File: src/fbfla_pkg.sv
package fbfla_pkg;

  // Pool geometry.
  localparam int unsigned MAX_BLOCKS    = 1024;
  localparam int unsigned IDX_W         = $clog2(MAX_BLOCKS);
  localparam int unsigned CNT_W         = 11;
  localparam int unsigned POINTER_BYTES = 8;
  localparam int unsigned HEADER_BYTES  = POINTER_BYTES;
  localparam int unsigned FREE_SAT      = (1 << CNT_W) - 1;

  // Field and register widths.
  localparam int unsigned FUNC_W = 2;
  localparam int unsigned POOL_W = 23;
  localparam int unsigned BLK_W  = 13;
  localparam int unsigned ALN_W  = BLK_W + 1;
  localparam int unsigned OFS_W  = 22;
  localparam int unsigned ADDR_W = 3;
  localparam int unsigned DATA_W = 32;

  // Register reset values and the pool geometry they give.
  localparam int unsigned RST_POOL    = 8200;
  localparam int unsigned RST_BLOCK   = 8;
  localparam int unsigned RST_ALIGNED =
    (RST_BLOCK + POINTER_BYTES - 1) / POINTER_BYTES * POINTER_BYTES;
  localparam int unsigned RST_QUOT    =
    (RST_ALIGNED == 0 || RST_POOL <= HEADER_BYTES) ? 0 :
    (RST_POOL - HEADER_BYTES) / RST_ALIGNED;
  localparam int unsigned RST_COUNT   = (RST_QUOT > MAX_BLOCKS) ? MAX_BLOCKS : RST_QUOT;

  // Register indexes, taken from the word address.
  localparam logic REG_POOL  = 1'b0;
  localparam logic REG_BLOCK = 1'b1;

  // Operation codes.
  typedef enum logic [FUNC_W-1:0] {
    FUNC_ALLOC = 2'd0,
    FUNC_FREE  = 2'd1,
    FUNC_INIT  = 2'd2
  } func_e;

  // Divider request and status.
  typedef struct packed {
    logic              start;
    logic [POOL_W-1:0] dividend;
    logic [ALN_W-1:0]  divisor;
  } div_req_t;

  typedef struct packed {
    logic              busy;
    logic [POOL_W-1:0] quotient;
  } div_rsp_t;

endpackage

File: src/fbfla_div.sv
module fbfla_div import fbfla_pkg::*; (
  input  logic     clk_i,
  input  logic     rst_ni,
  input  div_req_t div_req_i,
  output div_rsp_t div_rsp_o
);

  localparam int unsigned STEP_W = $clog2(POOL_W);

  logic              busy_q, busy_d;
  logic [STEP_W-1:0] step_q, step_d;
  logic [ALN_W-1:0]  rem_q, rem_d;
  logic [POOL_W-1:0] quo_q, quo_d;
  logic [ALN_W-1:0]  dsr_q;
  logic [ALN_W:0]    trial;
  logic [ALN_W:0]    diff;
  logic              fits;

  // One restoring step: shift in the next dividend bit, subtract if it fits.
  always_comb begin
    trial = {rem_q, quo_q[POOL_W-1]};
    diff  = trial - {1'b0, dsr_q};
    fits  = (trial >= {1'b0, dsr_q});
    rem_d = fits ? diff[ALN_W-1:0] : trial[ALN_W-1:0];
    quo_d = {quo_q[POOL_W-2:0], fits};
  end

  // Step counter and busy flag.
  always_comb begin
    busy_d = busy_q;
    step_d = step_q;
    if (div_req_i.start) begin
      busy_d = 1'b1;
      step_d = '0;
    end else if (busy_q) begin
      step_d = step_q + 1'b1;
      if (step_q == STEP_W'(POOL_W - 1)) begin
        busy_d = 1'b0;
      end
    end
  end

  always_ff @(posedge clk_i or negedge rst_ni) begin
    if (!rst_ni) begin
      busy_q <= 1'b0;
      step_q <= '0;
    end else begin
      busy_q <= busy_d;
      step_q <= step_d;
    end
  end

  // Partial remainder, quotient and divisor.
  always_ff @(posedge clk_i) begin
    if (div_req_i.start) begin
      rem_q <= '0;
      quo_q <= div_req_i.dividend;
      dsr_q <= div_req_i.divisor;
    end else if (busy_q) begin
      rem_q <= rem_d;
      quo_q <= quo_d;
    end
  end

  assign div_rsp_o.busy     = busy_q;
  assign div_rsp_o.quotient = quo_q;

endmodule

File: config.mk
export PLATFORM = sky130hd
export DESIGN_NAME = fbfla_div
export DESIGN_NICKNAME = d
export VERILOG_FILES = /design/src/fbfla_pkg.sv /design/src/fbfla_div.sv
export SDC_FILE = /design/constraint.sdc
export NUM_CORES = 1
export LEC_CHECK = 0
export ABC_AREA = 1
export BUFFER_PORTS_ARGS = -buffer_cell sky130_fd_sc_hd__buf_2
export CORE_ASPECT_RATIO = 1.2
export CORE_MARGIN = 3
export CORE_UTILIZATION = 30
export CTS_CLUSTER_SIZE = 40
export DETAILED_ROUTE_END_ITERATION = 10
export GPL_TIMING_DRIVEN = 0
export HOLD_SLACK_MARGIN = 0.05
export PLACE_DENSITY = 0.47
export SETUP_SLACK_MARGIN = 0.15
export SLEW_MARGIN = 25
export SYNTH_ARGS = -nofsm -noshare
export SYNTH_HDL_FRONTEND = slang
export SYNTH_SLANG_ARGS = --single-unit
File: constraint.sdc
create_clock -name clk_i -period 1.78 [get_ports clk_i]
set_input_delay 0.089 -clock clk_i [delete_from_list [all_inputs] [get_ports clk_i]]
set_output_delay 0.089 -clock clk_i [all_outputs]
set_load 0.03 [all_outputs]
=== Yosys cells after proc, flatten, opt, wreduce, memory -nomap -nowiden ===
Cells that the tools add are included.
W data, S select, Z words.

* $add $sub $neg: 2
* Reduce and logical (&&, ||, !) cells: 1
* Magnitude comparators: 1
* Eq/ne operators: 1
* Mux-type cells: 8

{| class="wikitable"
|+ Operator list
! cell !! number
|-
| $mux W23 || 2
|-
| $ge A15 B14 Y1 || 1
|-
| $mux W14 || 1
|-
| $sub A14 B14 Y14 || 1
|-
| $mux W5 || 2
|-
| $add A5 B1 Y5 const B || 1
|-
| $eq A5 B5 Y1 const B || 1
|-
| $mux W1 || 3
|-
| $reduce_bool A2 Y1 || 1
|}

* Input port bits: 40
* Register bits: 57
* Word-level logic and storage cells: 18

=== Longest topological paths before layout ===
Gate-level depths: netlist of run 1.

* Depth after elaboration: 4
* Mapped depth: 15
* Depth with buffers taken out: 14

=== Worst setup path after synthesis of run 1 ===
No wires, ideal clock.

* Path kind: reg2reg
* From: register quo_q[22]
* To: register rem_q[6]
* Stages on the path, launching flop included: 12
* Slack: -271 ps
* Data arrival time: 1938 ps
* Setup time: 113 ps
* Data required time: 1667 ps
* Cells stage by stage: edfxtp_1 > inv_1 > ha_1 > inv_1 > fa_1 > nand3_1 > nand3_1 > a21oi_1 > xor2_1 > nand2_1 > nand3_1 > nand2_1

* Word-level cells in the longest chain between the ends: 2

{| class="wikitable"
|+ Ends and longest elaborated chain
! what !! RTL line !! RTL
|-
| start, declared || fbfla_div.sv:13 || <nowiki>logic [POOL_W-1:0] quo_q, quo_d;</nowiki>
|-
| start signal, assigned || fbfla_div.sv:57 || <nowiki>quo_q <= div_req_i.dividend;</nowiki>
|-
| start signal, assigned || fbfla_div.sv:61 || <nowiki>quo_q <= quo_d;</nowiki>
|-
| $sub A14 B14 Y14 / $ge A15 B14 Y1 (equally long branches) || fbfla_div.sv:22, fbfla_div.sv:23 ||
|-
| $mux W14 (*) || fbfla_div.sv:24 || <nowiki>rem_d = fits ? diff[ALN_W-1:0] : trial[ALN_W-1:0];</nowiki>
|-
| end signal, assigned || fbfla_div.sv:60 || <nowiki>rem_q <= rem_d;</nowiki>
|-
| end, declared || fbfla_div.sv:12 || <nowiki>logic [ALN_W-1:0] rem_q, rem_d;</nowiki>
|}

Every way passes the cells marked *; elsewhere a longest branch is shown, timed or not.
A chain may end at the register's enable or synchronous reset.

=== Worst setup path after layout of run 1 ===
Ends and elaborated chain as after synthesis.

==> results_dict.tcl, run 1 <==
set metrics [dict create \
    tritoncts.num_buffers 9 \
    number_of_synthesized_register_bits 57 \
    wl_mm 9.48 \
    critical_path_required_ns 2.00 \
    worstSkewPairLatency_ns 0.33 \
    yosysMostFrequentCell "sky130_fd_sc_hd__nand2_1" \
    syn-num-nets 492 \
    yosysSeqAreaShare_pct 44.4 \
    worst-setup-path-type "register to register" \
    synth_compound_gate_area_share_pct 3.49 \
    first_global_vias 3289 \
    hold_violations 0 \
    synthXorXnorAreaFrac_pct 1.77 \
    first_drt_iteration_drcs 164 \
    drive_gt1_share_pct 32.9 \
    number_of_synthesized_flops_with_an_enable_pin 37 \
    synth_top_family_by_area "simple AND/OR/NAND/NOR gates" \
    synth_area_per_cell_um2 8.00 \
    max_freq_mhz 546 \
    outcome "finished with violations" \
    worst_setup_path_start_kind "register" \
    count_of_unique_library_cells_instantiated_by_yosys 37 \
    synthesis.instances 434 \
    number_of_slew_limit_violations_in_the_final_report 0 \
    power-per-cell-area_nw_per_um2 1440 \
    critical_path_peak_fanout 4 \
    dr.pass1.iters 4 \
    design.final.nets 621 \
    synth_flop_cell "sky130_fd_sc_hd__edfxtp_1" \
    cts_sinks 57 \
    cellLeakagePower_nw 2.44 \
    whs_ns 0.130 \
    report.final.setup_viol 11 \
    placeable_core_region_um2 11200 \
    die_area_um2 12900 \
    ctsHtreeMaxLevel 3 \
    detailed_place.area_um2 4010 \
    post-route-period-util_pct 103 \
    flow.area_growth_from_synthesis_pct 46.9 \
    first_pass_grt_wire_length_mm 16.0 \
    floorplan_row_count 42 \
    detail_route.drc_violations 0 \
    number_of_antenna_violations_at_the_first_check_in_global_routing 0 \
    synth_fa_ha_area_share_pct 6.70 \
    finalCriticalPeriod_ns 1.83 \
    route.detailed.vias_per_inst 4.37 \
    detail_route.wl_per_cell_um 13.1 \
    worstSetupEndpointType "register" \
    violations_in_the_final_reports "negative setup slack" \
    cts-root-to-sink-buffers 2 \
    max_cap_viol_count 0 \
    drtAntennaViolNets 0 \
    pin_count 64 \
    post-synth-top-area-fraction_pct 32.0 \
    netlist.top_cell.by_area "sky130_fd_sc_hd__edfxtp_1" \
    arrival_time_at_the_worst_endpoint_ns 2.05 \
    multiplexer_area_fraction_after_synthesis_pct 0 \
    grt.total_usage_pct 15.8 \
    clock_tree_from_tritoncts "done" \
    detailed_route_via_count 3157 \
    chipHeight_um 124 \
    postSynth.asyncResetShare_pct 10.5 \
    routabilityCongestion 0.822 \
    ctsRootBufferMaster "sky130_fd_sc_hd__clkbuf_16" \
    grt_max_degree 16 \
    max_slew.worst_pin.slew_ns 0.569 \
    initial_utilization_pct 31.0 \
    final_ws_setup_ns -0.0524 \
    final.fill_count 1107 \
    power.total_mw 7.33 \
    netlist_top_cells_count "164 x sky130_fd_sc_hd__nand2_1, 56 x sky130_fd_sc_hd__inv_1, 37 x sky130_fd_sc_hd__edfxtp_1" \
    placed_wire_length_estimate_mm 6.55 \
    vdd_drop_max_uv 617 \
    rsz0062_at_grt "true" \
    post_synthesis_simple_gate_area_fraction_pct 34.2 \
    pre_cts_ws_ns -0.344 \
    skew_ns 0.00502 \
    grt_remaining_overflow 0 \
    slew-limit-headroom_pct 62.1 \
    post_route_standard_cell_area_excluding_fillers_um2 5100 \
    syn_area_um2 3470 \
    yosysWarnings 0 \
    n_antenna_cell 0 \
    path_clk_slew_ns 0.05 \
    worst_hold_path_type "input port to async pin" \
    die-width_um 104 \
    port-buffer-count 63 \
    synth_area_leaders "sky130_fd_sc_hd__edfxtp_1 32%, sky130_fd_sc_hd__nand2_1 18%, sky130_fd_sc_hd__dfxtp_1 8.1%" \
]
## layer usage
metal	share of wire (%)	GRT usage [%]	up-vias
met5	0	0	-
met4	2.3	7.07	0
met3	4.1	3.21	17
met2	48	27.8	75
met1	45	18.7	1425
li1	-	-	1640
## cell type report
class                   instances  area, um^2  share of cell area (%)
repair inverters                1        7.51                   0.147
repair buffers                117         852                    16.7
well taps                     154         193                    3.78
multi-input cells             300        1900                    37.3
clock buffers                  13         250                    4.90
flip-flops and latches         57        1540                    30.2
inverters                      65         248                    4.86
clock inverters                 3        17.5                   0.343
plain buffers                  12        90.1                    1.77
## metrics by stage
step	std cells	util, %	setup TNS, ns
global placement	651	35.8	-9.85
CTS	715	44.4	-0.705
detailed placement	651	35.8	-10.04
finish	722	45.6	-0.200
global route	722	45.6	-1.87
floorplan	434	-	-0.266
## cell families after synthesis
family,after synthesis
fa+ha+maj,18
buf+inv,77
xor+xnor,7
simple gates,256
flops,57
compound gates,19
## power by group
group          switching [mW]  internal (mW)  total (mW)
Clock                   0.576          0.974        1.55
Sequential              0.233           1.66        1.89
Combinational            2.10           1.79        3.88
## registers in the layout, summed over array words and instances, names as in the netlist
signal  flops
quo_q      23
busy_q      1
rem_q      14
step_q      5
dsr_q      14
## what timing repair did
action / CTS / global route
buffers inserted: 8 / 7
pin swaps: 13 / 15
gates resized for setup: 40 / 26
hold endpoints to repair: 42 / 0
endpoints found under the setup margin: 38 / 15
gates cloned: 3 / 0
hold buffers: 37 / 0
## final timing paths
path / start / end / slack (ns) / cells past startpoint
worst max-delay path: quo_q[22]$_DFFE_PP_ / rem_q[6]$_SDFFE_PP0P_ / -0.05 / 11
worst min-delay path: rst_ni / step_q[2]$_DFFE_PN0P_ / 0.13 / 2
worst max register to register: quo_q[22]$_DFFE_PP_ / rem_q[6]$_SDFFE_PP0P_ / -0.05 / 11
worst min register to register: step_q[4]$_DFFE_PN0P_ / step_q[4]$_DFFE_PN0P_ / 0.47 / 1
max in group asynchronous: rst_ni / step_q[3]$_DFFE_PN0P_ / 1.50 / 2
min in group clk_i: div_req_i[14] / quo_q[0]$_DFFE_PP_ / 0.14 / 3
## worst max-delay path, cell delays in order (launching register included)
cell and delay (ns):
sky130_fd_sc_hd__edfxtp_1 0.39, sky130_fd_sc_hd__inv_2 0.12, sky130_fd_sc_hd__ha_4 0.14, sky130_fd_sc_hd__inv_2 0.03, sky130_fd_sc_hd__fa_2 0.35, sky130_fd_sc_hd__nand3_2 0.10
sky130_fd_sc_hd__nand3_4 0.10, sky130_fd_sc_hd__a21oi_2 0.15, sky130_fd_sc_hd__xor2_1 0.16, sky130_fd_sc_hd__nand2_1 0.07, sky130_fd_sc_hd__nand3_1 0.07, sky130_fd_sc_hd__nand2_1 0.05
## layout by cell type (no fill, tap or decap), types with 7 or more instances in the layout
cell type / count
sky130_fd_sc_hd__nand3_1: 28
sky130_fd_sc_hd__nand2_1: 149
sky130_fd_sc_hd__nand3_2: 11
sky130_fd_sc_hd__nand2_2: 22
sky130_fd_sc_hd__edfxtp_1: 37
sky130_fd_sc_hd__dlygate4sd3_1: 37
sky130_fd_sc_hd__nand3b_1: 7
sky130_fd_sc_hd__buf_6: 8
sky130_fd_sc_hd__nand4_1: 7
sky130_fd_sc_hd__buf_4: 12
sky130_fd_sc_hd__inv_1: 46
sky130_fd_sc_hd__inv_2: 17
sky130_fd_sc_hd__buf_2: 65
sky130_fd_sc_hd__dfxtp_1: 14
sky130_fd_sc_hd__clkbuf_16: 9
sky130_fd_sc_hd__nor2_1: 13
sky130_fd_sc_hd__ha_4: 14
sky130_fd_sc_hd__clkbuf_1: 8
Power figures use the tool's default switching activity.
==> run 2, diff against run 1 <==
==> constraint.sdc (replaced) <==
create_clock -name clk_i -period 1.78 [get_ports clk_i]
set_input_delay 0.356 -clock clk_i [delete_from_list [all_inputs] [get_ports clk_i]]
set_output_delay 0.356 -clock clk_i [all_outputs]
set_load 0.03 [all_outputs]
==> results_dict.tcl, run 2 (synthesis results as in run 1) <==
set metrics [dict create \
    violations_in_the_final_reports "negative setup slack" \
    cellLeakagePower_nw 2.32 \
    rsz0062_at_grt "true" \
    grt_max_degree 16 \
    worst_setup_path_start_kind "register" \
    worst-setup-path-type "register to register" \
    detail_route.wl_per_cell_um 13.4 \
    cellInternalPower_mw 4.43 \
    final_cell_mix "150 x sky130_fd_sc_hd__nand2_1, 64 x sky130_fd_sc_hd__buf_2, 47 x sky130_fd_sc_hd__inv_1" \
    arrival_time_at_the_worst_endpoint_ns 2.03 \
    detail_route.drc_violations 0 \
    cts-root-to-sink-buffers 2 \
    flow.area_growth_from_synthesis_pct 39.4 \
    final_ws_setup_ns -0.0325 \
    detailed_route_via_count 3077 \
    die-width_um 104 \
    rr_worst_depth 11 \
    worst_hold_path_type "input port to register" \
    outcome "finished with violations" \
    number_of_flip_flops_in_the_largest_register 23 \
    vdd_drop_max_uv 613 \
    hold_violations 0 \
    max_cap_viol_count 0 \
    pwr-share-clk_pct 20.8 \
    n_antenna_cell 0 \
    initial_utilization_pct 31.0 \
    die_area_um2 12900 \
    routabilityCongestion 0.822 \
    grt.total_usage_pct 15.5 \
    drive_gt1_share_pct 36.5 \
    cts_sinks 57 \
    first_pass_grt_wire_length_mm 15.5 \
    worst_hold_path.num_cells 1 \
    report.final.setup_viol 12 \
    dr.pass1.iters 4 \
    chipHeight_um 124 \
    post-route-period-util_pct 102 \
    ctsHtreeMaxLevel 3 \
    drtAntennaViolNets 0 \
    placed_wire_length_estimate_mm 6.55 \
    combPwrFrac_pct 53.6 \
    slew-limit-headroom_pct 64.6 \
    pin_count 64 \
    largestRegisters "quo_q (23), dsr_q (14), rem_q (14)" \
    wl_mm 9.30 \
    max_freq_mhz 552 \
    netSwitchingPower_mw 2.96 \
    max_slew.worst_pin.slew_ns 0.531 \
    critical_path_peak_fanout 4 \
    worstSetupEndpointType "register" \
    placeable_core_region_um2 11200 \
    number_of_slew_limit_violations_in_the_final_report 0 \
    tritoncts.num_buffers 9 \
    power-per-cell-area_nw_per_um2 1530 \
    skew_ns 0.00535 \
    layout.cells.most_common "sky130_fd_sc_hd__nand2_1" \
    route.detailed.vias_per_inst 4.44 \
    whs_ns 0.207 \
    first_drt_iteration_drcs 140 \
    worstSkewPairLatency_ns 0.32 \
    clock_tree_from_tritoncts "done" \
    p_seq_share_pct 25.7 \
    finalCriticalPeriod_ns 1.81 \
    first_global_vias 3154 \
    ctsRootBufferMaster "sky130_fd_sc_hd__clkbuf_16" \
    regMostFlops "quo_q" \
    critical_path_required_ns 1.99 \
    port-buffer-count 63 \
    power.share.switching_pct 40.1 \
    final.fill_count 1137 \
    number_of_antenna_violations_at_the_first_check_in_global_routing 0 \
    fin_util_pct 43.2 \
    path_clk_slew_ns 0.05 \
    design.final.nets 592 \
    grt_remaining_overflow 0 \
    floorplan_row_count 42 \
]
## run 2: cell types whose count changed in the layout (fill, tap and decap cells not counted), moves of 2 or more
cell                            delta
sky130_fd_sc_hd__dlygate4sd3_1    -36
sky130_fd_sc_hd__buf_4             +7
sky130_fd_sc_hd__nand3_1           -3
sky130_fd_sc_hd__o21ai_0           +2
sky130_fd_sc_hd__o21ai_1           -2
sky130_fd_sc_hd__nand3_4           +3
## run 2: routing by layer
layer	vias to the layer above	global-route usage (%)	share of wire (%)
li1	1585	-	-
met1	1411	18.8	45
met2	79	26.6	50
met3	2	3.37	4.8
met4	0	6.90	0.45
met5	-	0	0
## run 2: final timing paths
check | from | end | slack [ns]
min | div_req_i[9] | dsr_q[9]$_DFFE_PP_ | 0.21
min reg2reg | step_q[4]$_DFFE_PN0P_ | step_q[4]$_DFFE_PN0P_ | 0.47
max in group asynchronous | rst_ni | step_q[3]$_DFFE_PN0P_ | 1.25
max | quo_q[22]$_DFFE_PP_ | rem_q[6]$_SDFFE_PP0P_ | -0.03
max reg2reg | quo_q[22]$_DFFE_PP_ | rem_q[6]$_SDFFE_PP0P_ | -0.03
min in group asynchronous | rst_ni | step_q[4]$_DFFE_PN0P_ | 0.39
## run 2: timing repair
item,CTS,global route
hold endpoints to repair,6,0
buffers inserted,16,6
hold buffers,1,0
cloned,3,0
resized for setup,46,27
pin swaps,12,17
setup endpoints to repair,58,35
## run 2: area by class of cell
type / instances / area [um^2] / share of cell area [%]
Timing Repair inverter: 1 / 7.51 / 0.155
Buffer: 12 / 93.8 / 1.94
Sequential cell: 57 / 1540 / 31.8
Clock inverter: 3 / 17.5 / 0.362
Multi-Input combinational cell: 300 / 1940 / 40.0
Timing Repair Buffer: 88 / 551 / 11.4
Tap cell: 154 / 193 / 3.98
Clock buffer: 13 / 250 / 5.17
Inverter: 65 / 251 / 5.20
## run 2: critical path: stages, from the launching register on
cell and delay [ns]:
sky130_fd_sc_hd__edfxtp_1 0.39, sky130_fd_sc_hd__inv_2 0.11, sky130_fd_sc_hd__ha_4 0.13, sky130_fd_sc_hd__inv_2 0.03
sky130_fd_sc_hd__fa_2 0.35, sky130_fd_sc_hd__nand3_2 0.09, sky130_fd_sc_hd__nand3_4 0.10, sky130_fd_sc_hd__a21oi_2 0.15
sky130_fd_sc_hd__xor2_1 0.16, sky130_fd_sc_hd__nand2_1 0.07, sky130_fd_sc_hd__nand3_1 0.07, sky130_fd_sc_hd__nand2_1 0.05
## run 2: power by group through the flow
stage               sequential (mW)  clock [mW]  combinational [mW]
floorplan                      1.92           0                2.13
finish                         1.90        1.53                3.96
detailed placement             1.84           0                2.86
global placement               1.84           0                2.85
CTS                            1.89        1.59                3.66
global route                   1.93        1.65                4.36
## run 2: through the flow
| step | std cells | setup WS (ns) | area [um^2] | power [mW] | TNS [ns] |
|---|---|---|---|---|---|
| after floorplan | 434 | -0.114 | 3500 | 4.05 | -0.266 |
| after global placement | 651 | -0.609 | 4010 | 4.69 | -23.89 |
| after detailed placement | 651 | -0.611 | 4010 | 4.70 | -24.79 |
| after CTS | 687 | -0.0774 | 4700 | 7.14 | -0.455 |
| after global routing | 693 | -0.159 | 4840 | 7.94 | -2.09 |
| final | 693 | -0.0325 | 4840 | 7.39 | -0.239 |
